===== config.mk =====
export PLATFORM = sky130hd
export DESIGN_NAME = ipv4_text_parse_subnet_match_unit
export DESIGN_NICKNAME = d
export VERILOG_FILES = /design/src/sv/iptsm_pkg.sv /design/src/sv/ipv4_text_parse_subnet_match_unit.sv
export SDC_FILE = /design/constraint.sdc
export NUM_CORES = 1
export LEC_CHECK = 0
export ABC_AREA = 1
export ABC_CLOCK_PERIOD_IN_PS = 3500
export BUFFER_PORTS_ARGS = -buffer_cell sky130_fd_sc_hd__buf_2
export CORE_MARGIN = 1.5
export CORE_UTILIZATION = 53
export CTS_CLUSTER_DIAMETER = 100
export DETAILED_ROUTE_END_ITERATION = 12
export PLACE_DENSITY = 0.75
export SYNTH_ARGS = -nofsm -noshare
export SYNTH_HDL_FRONTEND = slang
export SYNTH_SLANG_ARGS = --single-unit

===== constraint.sdc =====
create_clock -name clk -period 3.5 [get_ports clk]
set_input_delay 0.525 -clock clk [delete_from_list [all_inputs] [get_ports clk]]
set_output_delay 0.525 -clock clk [all_outputs]
set_load 0.02 [all_outputs]

===== src/sv/iptsm_pkg.sv =====
// Shared types and constants for the IPv4 text parse and subnet match unit.
// Used by the top level, its port checker and the testbench; depends on nothing.
package iptsm_pkg;

	localparam int unsigned CHAR_W    = 8;
	localparam int unsigned ADDR_W    = 32;
	localparam int unsigned OCTET_W   = 8;
	localparam int unsigned DONE_W    = 24;
	localparam int unsigned CFG_IDX_W = 2;
	localparam int unsigned OUT_DATA_W = 40;

	// Character codes
	localparam logic [CHAR_W-1:0] CHAR_ZERO = 8'h30;
	localparam logic [CHAR_W-1:0] CHAR_NINE = 8'h39;
	localparam logic [CHAR_W-1:0] CHAR_DOT  = 8'h2E;

	// Octet limits
	localparam logic [11:0] OCTET_MAX     = 12'd255;
	localparam logic [1:0]  DIGITS_MAX    = 2'd3;
	localparam logic [1:0]  LAST_OCTET_IX = 2'd3;

	// Configuration register indexes
	localparam logic [CFG_IDX_W-1:0] CFG_NET_ADDR = 2'd0;
	localparam logic [CFG_IDX_W-1:0] CFG_NET_MASK = 2'd1;

	typedef struct packed {
		logic              in_network;
		logic              host_bits_set;
		logic              format_error;
		logic [ADDR_W-1:0] parsed_address;
	} result_t;

	typedef struct packed {
		logic [OCTET_W-1:0] octet;
		logic [1:0]         digit_cnt;
		logic [1:0]         octet_idx;
		logic [DONE_W-1:0]  done_octets;
		logic               error;
	} parse_state_t;

endpackage


===== src/sv/ipv4_text_parse_subnet_match_unit.sv =====
// IPv4 dotted-decimal parser with subnet match: top level.
// Depends on iptsm_pkg for constants and the result and parse-state types.
//
// Usage
//   Characters arrive on the s_axis channel, one per request: tdata[7:0] is
//   the ASCII character and tlast marks the final character of an address.
//   For every text one result leaves on m_axis when its last character has
//   been parsed; other characters produce nothing on m_axis.
//   The cfg channel writes the network address (index 0) and the subnet mask
//   (index 1); other indexes are ignored. cfg_ready is always high. Write
//   only while no text is in flight.
// Timing
//   A character is registered on acceptance and parsed from that register,
//   and the result of a last character is registered for m_axis. One
//   character is taken per cycle, back to back, unless one with tlast waits
//   on a stalled m_axis. The parse update (octet times ten plus digit,
//   compare to 255) is the one combinational step before the registers.
// Reset and stall
//   arst_n clears the parse state, the configuration registers and both
//   valid flags. While m_axis is stalled the result holds; characters
//   without tlast keep flowing, and a character with tlast waits in the
//   input register, which then holds s_axis_tready low.
module ipv4_text_parse_subnet_match_unit (
	input  logic                                 clk,
	input  logic                                 arst_n,
	// s_axis_tdata: [7:0] text_char
	input  logic                                 s_axis_tvalid,
	output logic                                 s_axis_tready,
	input  logic [iptsm_pkg::CHAR_W-1:0]         s_axis_tdata,
	input  logic                                 s_axis_tlast,
	// m_axis_tdata: [31:0] parsed_address, [32] format_error,
	// [33] host_bits_set, [34] in_network, [39:35] zero
	output logic                                 m_axis_tvalid,
	input  logic                                 m_axis_tready,
	output logic [iptsm_pkg::OUT_DATA_W-1:0]     m_axis_tdata,
	input  logic                                 cfg_valid,
	output logic                                 cfg_ready,
	input  logic [iptsm_pkg::CFG_IDX_W-1:0]      cfg_index,
	input  logic [iptsm_pkg::ADDR_W-1:0]         cfg_data
);

	logic                            valid_s1;
	logic [iptsm_pkg::CHAR_W-1:0]    char_s1;
	logic                            last_s1;

	iptsm_pkg::parse_state_t         state_q;
	iptsm_pkg::parse_state_t         state_next;

	logic [iptsm_pkg::ADDR_W-1:0]    net_addr_q;
	logic [iptsm_pkg::ADDR_W-1:0]    net_mask_q;

	logic                            out_valid_q;
	iptsm_pkg::result_t              out_data_q;
	iptsm_pkg::result_t              result;

	logic                            out_free;
	logic                            consume;

	assign out_free      = !out_valid_q || m_axis_tready;
	assign consume       = valid_s1 && (!last_s1 || out_free);
	assign s_axis_tready = !valid_s1 || consume;
	assign cfg_ready     = 1'b1;

	// Input register
	always_ff @(posedge clk or negedge arst_n) begin
		if (!arst_n) begin
			valid_s1 <= 1'b0;
		end else if (s_axis_tready) begin
			valid_s1 <= s_axis_tvalid;
		end
	end

	always_ff @(posedge clk) begin
		if (s_axis_tvalid && s_axis_tready) begin
			char_s1 <= s_axis_tdata;
			last_s1 <= s_axis_tlast;
		end
	end

	// Character parse
	always_comb begin
		logic        is_digit;
		logic [11:0] acc;
		logic        bad;

		is_digit   = (char_s1 >= iptsm_pkg::CHAR_ZERO) && (char_s1 <= iptsm_pkg::CHAR_NINE);
		acc        = {1'b0, state_q.octet, 3'b000} + {3'b000, state_q.octet, 1'b0}
		             + {8'd0, char_s1[3:0]};
		bad        = 1'b0;
		state_next = state_q;

		if (!state_q.error) begin
			if (is_digit) begin
				bad = (state_q.digit_cnt == iptsm_pkg::DIGITS_MAX)
				      || (acc > iptsm_pkg::OCTET_MAX);
				if (!bad) begin
					state_next.octet     = acc[iptsm_pkg::OCTET_W-1:0];
					state_next.digit_cnt = state_q.digit_cnt + 2'd1;
				end
			end else if (char_s1 == iptsm_pkg::CHAR_DOT) begin
				bad = (state_q.digit_cnt == 2'd0)
				      || (state_q.octet_idx == iptsm_pkg::LAST_OCTET_IX);
				if (!bad) begin
					state_next.done_octets = {state_q.done_octets[15:0], state_q.octet};
					state_next.octet_idx   = state_q.octet_idx + 2'd1;
					state_next.octet       = '0;
					state_next.digit_cnt   = 2'd0;
				end
			end else begin
				bad = 1'b1;
			end
			state_next.error = bad;
		end
	end

	// Result of a finished text
	always_comb begin
		logic err;

		err = state_next.error || (state_next.digit_cnt == 2'd0)
		      || (state_next.octet_idx != iptsm_pkg::LAST_OCTET_IX);
		result.format_error   = err;
		result.parsed_address = err ? '0 : {state_next.done_octets, state_next.octet};
		result.host_bits_set  = |(net_addr_q & ~net_mask_q);
		result.in_network     = !err && ((result.parsed_address & net_mask_q)
		                                 == (net_addr_q & net_mask_q));
	end

	// Parse state: clear after the last character
	always_ff @(posedge clk or negedge arst_n) begin
		if (!arst_n) begin
			state_q <= '0;
		end else if (consume) begin
			state_q <= last_s1 ? '0 : state_next;
		end
	end

	// Result register
	always_ff @(posedge clk or negedge arst_n) begin
		if (!arst_n) begin
			out_valid_q <= 1'b0;
		end else if (out_free) begin
			out_valid_q <= consume && last_s1;
		end
	end

	always_ff @(posedge clk) begin
		if (consume && last_s1) begin
			out_data_q <= result;
		end
	end

	assign m_axis_tvalid = out_valid_q;
	assign m_axis_tdata  = {{(iptsm_pkg::OUT_DATA_W - $bits(iptsm_pkg::result_t)){1'b0}},
	                        out_data_q};

	// Configuration registers
	always_ff @(posedge clk or negedge arst_n) begin
		if (!arst_n) begin
			net_addr_q <= '0;
			net_mask_q <= '0;
		end else if (cfg_valid && cfg_ready) begin
			unique case (cfg_index)
				iptsm_pkg::CFG_NET_ADDR: net_addr_q <= cfg_data;
				iptsm_pkg::CFG_NET_MASK: net_mask_q <= cfg_data;
				default: ;
			endcase
		end
	end

endmodule


==> results of run 1 <==
area by class of cell:
class | count | area, µm² | share of cell area
clock buffers | 19 | 443 | 0.0465
clock inverters | 13 | 124 | 0.0130
inverters | 158 | 598 | 0.0628
multi-input cells | 575 | 3220 | 0.338
flip-flops and latches | 147 | 3900 | 0.410
well taps | 184 | 230 | 0.0242
repair buffers | 133 | 1010 | 0.106
final timing paths:
| kind | start | end | slack, ns |
|---|---|---|---|
| max in group asynchronous | arst_n | state_q[30]$_DFFE_PN0P_ | 2.50 |
| worst max register to register | state_q[31]$_DFFE_PN0P_ | m_axis_tdata[34]$_DFFE_PP_ | 0.03 |
| worst min-delay path | arst_n | net_mask_q[23]$_DFFE_PN0P_ | 0.15 |
| worst min register to register | state_q[23]$_DFFE_PN0P_ | state_q[23]$_DFFE_PN0P_ | 0.48 |
| min in group clk | s_axis_tdata[4] | char_s1[4]$_DFFE_PP_ | 0.27 |
| worst max-delay path | state_q[31]$_DFFE_PN0P_ | m_axis_tdata[34]$_DFFE_PP_ | 0.03 |
power groups by stage:
stage / Clock (mW) / Combinational [mW] / Sequential [mW]
2_1_floorplan: 0 / 0.339 / 2.05
4_1_cts: 1.76 / 0.528 / 2.05
6_report: 1.75 / 0.567 / 2.06
3_5_place_dp: 0 / 0.517 / 2.08
5_1_grt: 1.84 / 0.636 / 2.07
3_3_place_gp: 0 / 0.503 / 2.08
cell families (layout without fill, tap and decap cells):
group	Yosys count	in the layout
fa+ha+maj	20	20
flops	147	147
xor+xnor	5	5
buf+inv	205	323
simple gates	400	401
compound gates	143	143
other cells	2	6
metrics by stage:
stage / cells / total power [mW] / utilization
finish: 1229 / 4.38 / 0.660
global route: 1229 / 4.55 / 0.660
CTS: 1215 / 4.34 / 0.633
detailed placement: 1180 / 2.60 / 0.589
global placement: 1180 / 2.58 / 0.589
floorplan: 926 / 2.39 / -
what timing repair did:
action                     CTS  global route
gates cloned                 2             8
setup endpoints to repair    1             1
pin swaps                    1            26
hold buffers                 0             0
resized for setup            2            42
buffers inserted             1             6
placed cells by master, fill, tap and decap left out, types with 29 or more instances in the layout:
cell type,instances
nand2_1,202
inv_1,145
o21ai_0,117
dfrtp_1,102
buf_2,83
nand3_1,76
edfxtp_1,44
buf_4,35
nand4_1,34
nand3_2,29
layer usage:
| layer | vias up | global-route usage | part of all wire |
|---|---|---|---|
| met5 | - | 0 | 0 |
| met4 | 0 | 0.106 | 0.036 |
| met3 | 59 | 0.0507 | 0.095 |
| met2 | 389 | 0.403 | 0.44 |
| met1 | 3204 | 0.385 | 0.43 |
| li1 | 3238 | - | - |
registers in the layout (all words and copies together), names as in the netlist:
| name | cells |
|---|---|
| last_s1 | 1 |
| net_addr_q | 32 |
| net_mask_q | 32 |
| m_axis_tdata | 35 |
| state_q | 37 |
| char_s1 | 8 |
| m_axis_tvalid | 1 |
| valid_s1 | 1 |
==> summary.md, run 1 <==
| Metric | Value |
|---|---|
| Adder-Cell Fraction of Synth Area | `0.0340` |
| Outcome | `finished, final reports clean` |
| Combinational group share of total power | `0.130` |
| Yosys top cell area share | `0.330` |
| Gpl congestion | `0.915` |
| DR vias/cell | `5.61` |
| Sink Count | `147` |
| Core box area | `14,400 µm²` |
| Setup ws final | `0.0254 ns` |
| Critical path launch point type | `flop` |
| DP Wirelength | `13.9 mm` |
| Post-Synthesis Cells | `922` |
| Fin Setup TNS | `0 ns` |
| Clk_skew | `0.00868 ns` |
| GR Util All Layers | `0.268` |
| Vias | `6,890` |
| Final ANT Viol Nets | `0` |
| Nets | `1,100` |
| H-tree levels | `4` |
| CTS Root Cell | `clkbuf_16` |
| Internal power | `3.13 mW` |
| CTS tree | `done` |
| Reg clk slew, reported paths | `0.06 ns` |
| Fmax | `288 MHz` |
| I/O Buffers | `84` |
| Most frequent cell after synthesis | `nand2_1` |
| Vias in the first global route | `6,340` |
| Design area | `9520 µm²` |
| CP endpoint kind | `flop` |
| Starting DRT DRC Count | `846` |
| WL per Instance | `17.0 µm` |
| Synth-to-Final Area Change | `22.1%` |
| Post-synth EDFFs | `44` |
| Required @ worst endpoint | `3.69 ns` |
| Mux contribution to synthesized area | `0` |
| Top FF cell, synth | `dfrtp_1` |
| Worst Hold Class | `input port to async pin` |
| Ports | `91` |
| Top post-synthesis cells by area | `dfrtp_1, edfxtp_1, nand2_1, o21ai_0, inv_1` |
| Cell taking the most area after synthesis | `dfrtp_1` |
| Synth Area in Compound Gates | `0.0954` |
| TritonCTS Buffers | `17` |
| Count of unique library cells instantiated by Yosys | `40` |
| RSZ-0062 raised after global routing | `yes` |
| Post-Syn Area | `7800 µm²` |
| Die W | `124 µm` |
| Initial core utilization | `0.541` |
| Final-report setup violation count | `0` |
| Antenna cell count | `0` |
| Final hold violation count | `0` |
| Final slew viol count | `0` |
| Period minus WS final | `3.47 ns` |
| Sequential share of power | `0.472` |
| R2R cell count | `26` |
| Worst slew pin tran | `1.04 ns` |
| CP arrival | `3.67 ns` |
| PwrDens | `460 nW/µm²` |
| Crit path largest cell delay | `0.54 ns` |
| Drt total wl | `20.8 mm` |
| Buf/Inv on CP | `6` |
| Clock network power share | `0.399` |
| CP max FO | `7` |
| Layout cells sized above 1 | `0.231` |
| Levels on crit path | `26` |
| Fillcell total | `1,153` |
| Register area share after synthesis | `0.500` |
| Initial antenna violation count | `0` |
| Post-synth top cells | `nand2_1, inv_1, o21ai_0, dfrtp_1, nand3_1` |
| Switching pwr | `1.24 mW` |
| DRC Markers | `0` |
| Die height | `124 µm` |
| Synth Area per Inst | `8.46 µm²` |
| Normalized max-slew margin | `0.303` |
| Hold_ws | `0.152 ns` |
| Synth Area in XOR/XNOR | `0.00561` |
| Setup CP Type | `flop to flop` |
| First-pass GRT wire length | `32.5 mm` |
| Largest family of logic cells by synthesized area | `simple AND/OR/NAND/NOR gates` |
| Grt ovf | `0` |
| Max clock buf depth | `2` |
| Max_cap viols | `0` |
| Simple-gate share of the synthesized area | `0.250` |
| Period utilization | `0.993` |
| Switching Share | `0.284` |
| DP Worst Slack | `-0.0314 ns` |
| Async SR Flop Fraction | `0.701` |
| Top cell by count, worst path | `nand2_1` |
| Synth Warn # | `0` |
| Num rows | `44` |
| Largest net degree at the start of global routing | `65` |
| Leak pwr | `4.75 nW` |
| Delay-heaviest family, CP | `simple AND/OR/NAND/NOR gates` |
| Clk_lat worst skew | `0.43 ns` |
| Die Area | `15,500 µm²` |
| DP Area | `8490 µm²` |
| FF+latch count, synth | `147` |
| Peak VDD IR | `367 µV` |
| First-pass iteration count of the detailed router | `6` |
| Slowest library cell on the worst path | `fa_1` |
(Power assumes the default switching activity.)
==> run 2: changes to the inputs <==
--- a/config.mk
+++ b/config.mk
@@ -6,13 +6,13 @@
 export NUM_CORES = 1
 export LEC_CHECK = 0
 export ABC_AREA = 1
-export ABC_CLOCK_PERIOD_IN_PS = 3500
+export ABC_CLOCK_PERIOD_IN_PS = 3750
 export BUFFER_PORTS_ARGS = -buffer_cell sky130_fd_sc_hd__buf_2
 export CORE_MARGIN = 1.5
-export CORE_UTILIZATION = 53
+export CORE_UTILIZATION = 59
 export CTS_CLUSTER_DIAMETER = 100
 export DETAILED_ROUTE_END_ITERATION = 12
-export PLACE_DENSITY = 0.75
+export PLACE_DENSITY = 0.8
 export SYNTH_ARGS = -nofsm -noshare
 export SYNTH_HDL_FRONTEND = slang
 export SYNTH_SLANG_ARGS = --single-unit
==> constraint.sdc (replaced) <==
create_clock -name clk -period 3.75 [get_ports clk]
set_input_delay 0.5625 -clock clk [delete_from_list [all_inputs] [get_ports clk]]
set_output_delay 0.5625 -clock clk [all_outputs]
set_load 0.02 [all_outputs]
==> summary.md, run 2 (same netlist as run 1, synthesis figures left out) <==
| Metric | Value |
|---|---|
| Commonest non-fill, non-tap cells in the layout | `nand2_1, inv_1, o21ai_0` |
| Slowest library cell on the worst path | `fa_1` |
| Synth-to-Final Area Change | `18.3%` |
| Grt ovf | `0` |
| CP arrival | `3.71 ns` |
| Final ANT Viol Nets | `0` |
| First-pass iteration count of the detailed router | `6` |
| TritonCTS Buffers | `17` |
| Worst Hold Class | `input port to async pin` |
| Final-report setup violation count | `0` |
| Nets | `1,092` |
| Die Area | `13,900 µm²` |
| Delay-heaviest family, CP | `simple AND/OR/NAND/NOR gates` |
| Layout cells sized above 1 | `0.202` |
| DR vias/cell | `5.75` |
| Largest Register | `state_q` |
| Clk_skew | `0.00710 ns` |
| Crit path largest cell delay | `0.53 ns` |
| Critical path launch point type | `flop` |
| Period utilization | `0.940` |
| Die W | `118 µm` |
| Vias in the first global route | `6,292` |
| Outcome | `finished, final reports clean` |
| CTS tree | `done` |
| Antenna cell count | `0` |
| Reg clk slew, reported paths | `0.06 ns` |
| GR Util All Layers | `0.301` |
| Ports | `91` |
| Die height | `118 µm` |
| DRC Markers | `0` |
| WL per Instance | `17.2 µm` |
| Buf/Inv on CP | `4` |
| I/O Buffers | `84` |
| CP max FO | `5` |
| Fmax | `284 MHz` |
| Drt total wl | `20.8 mm` |
| Peak VDD IR | `358 µV` |
| Initial antenna violation count | `0` |
| Worst slew pin tran | `1.09 ns` |
| FF-to-FF setup slack | `0.23 ns` |
| Normalized max-slew margin | `0.268` |
| First-pass GRT wire length | `32.4 mm` |
| Initial core utilization | `0.611` |
| Hold_ws | `0.255 ns` |
| Max clock buf depth | `2` |
| PwrDens | `451 nW/µm²` |
| Clk_lat worst skew | `0.43 ns` |
| Gpl congestion | `0.974` |
| H-tree levels | `4` |
| Setup CP Type | `flop to flop` |
| Top cell by count, worst path | `nand2_1` |
| Max reg flops | `37` |
| Largest net degree at the start of global routing | `70` |
| Final slew viol count | `0` |
| Leak pwr | `4.67 nW` |
| Sink Count | `147` |
| Required @ worst endpoint | `3.94 ns` |
| CP endpoint kind | `flop` |
| Core box area | `12,800 µm²` |
| Num rows | `41` |
| Final hold violation count | `0` |
| Period minus WS final | `3.52 ns` |
| Max_cap viols | `0` |
| CTS Root Cell | `clkbuf_16` |
| Commonest non-fill, non-tap cell in the layout | `nand2_1` |
| # hold bufs at CTS | `0` |
| Starting DRT DRC Count | `971` |
| DP Wirelength | `13.8 mm` |
| DP Area | `8370 µm²` |
| Vias | `6,955` |
| Design area | `9230 µm²` |
| Cell Chain, Critical Path | `inv_1, fa_1, inv_1, fa_2, nand2_1, nand2_2, nand3_2, nand2_1, nand2_1, nand2_2, nor2_4, nand2_4, buf_4, o21ai_1, nand3_2, nand2_1, nand3_1, nand2_1, inv_2, nand2_1, nor2_1, nand2_1, nor2_1` |
==> run 2: cell count changes in the layout (fill, tap and decap cells not counted), moves of 3 or more <==
cell / before / now
nand2_1: 202 / 207
clkinv_4: 6 / 1
nand3_4: 5 / 0
nand3_1: 76 / 88
nand3_2: 29 / 22
ha_1: 15 / 18
==> run 2: final cells by class <==
cell class,instances,area [µm²]
fillers,917,3540
clock buffers,22,485
clock inverters,10,119
inverters,158,598
well taps,172,215
multi-input cells,575,3060
repair buffers,125,851
flip-flops and latches,147,3900
==> run 2: through the flow <==
| step | instances | util | setup WS (ns) | power [mW] | setup TNS, ns |
|---|---|---|---|---|---|
| floorplan | 926 | - | 0.461 | 2.23 | 0 |
| global placement | 1155 | 0.655 | 0.199 | 2.40 | 0 |
| detailed placement | 1155 | 0.655 | 0.112 | 2.42 | 0 |
| CTS | 1187 | 0.702 | 0.0912 | 4.14 | 0 |
| global route | 1209 | 0.723 | -0.0134 | 4.32 | -0.0134 |
| finish | 1209 | 0.723 | 0.226 | 4.17 | 0 |
==> run 2: per-layer routing <==
metal / GRT usage / up-vias / part of all wire
met5: 0 / - / 0
met4: 0.107 / 0 / 0.024
met3: 0.0664 / 55 / 0.11
met2: 0.460 / 456 / 0.46
met1: 0.425 / 3226 / 0.41
li1: - / 3218 / -
==> run 2: path summary, 6_finish.rpt <==
check | endpoint | start | depth (start not counted)
setup / recovery | m_axis_tdata[34]$_DFFE_PP_ | char_s1[3]$_DFFE_PP_ | 23
hold / removal | net_addr_q[23]$_DFFE_PN0P_ | arst_n | 1
setup reg to reg | m_axis_tdata[34]$_DFFE_PP_ | char_s1[3]$_DFFE_PP_ | 23
hold reg to reg | state_q[23]$_DFFE_PN0P_ | state_q[23]$_DFFE_PN0P_ | 2
max in group asynchronous | net_mask_q[29]$_DFFE_PN0P_ | arst_n | 2
min in group clk | char_s1[2]$_DFFE_PP_ | s_axis_tdata[2] | 1
==> run 2: where the power goes <==
group	internal, mW	total [mW]	switching [mW]
Clock	1.06	1.73	0.670
Combinational	0.179	0.508	0.328
Sequential	1.79	1.93	0.138
==> run 2: what timing repair did <==
action / CTS / global route
gates resized for setup: 0 / 9
endpoints found under the setup margin: 0 / 1
setup buffers: 0 / 17
==> run 2: worst register-to-register path, delay by kind of cell, from the launching register on <==
kind	cells	cell delay, ns
flops	1	0.34
simple gates	16	1.36
buf+inv	4	0.32
fa+ha+maj	2	0.90
compound gates	1	0.34
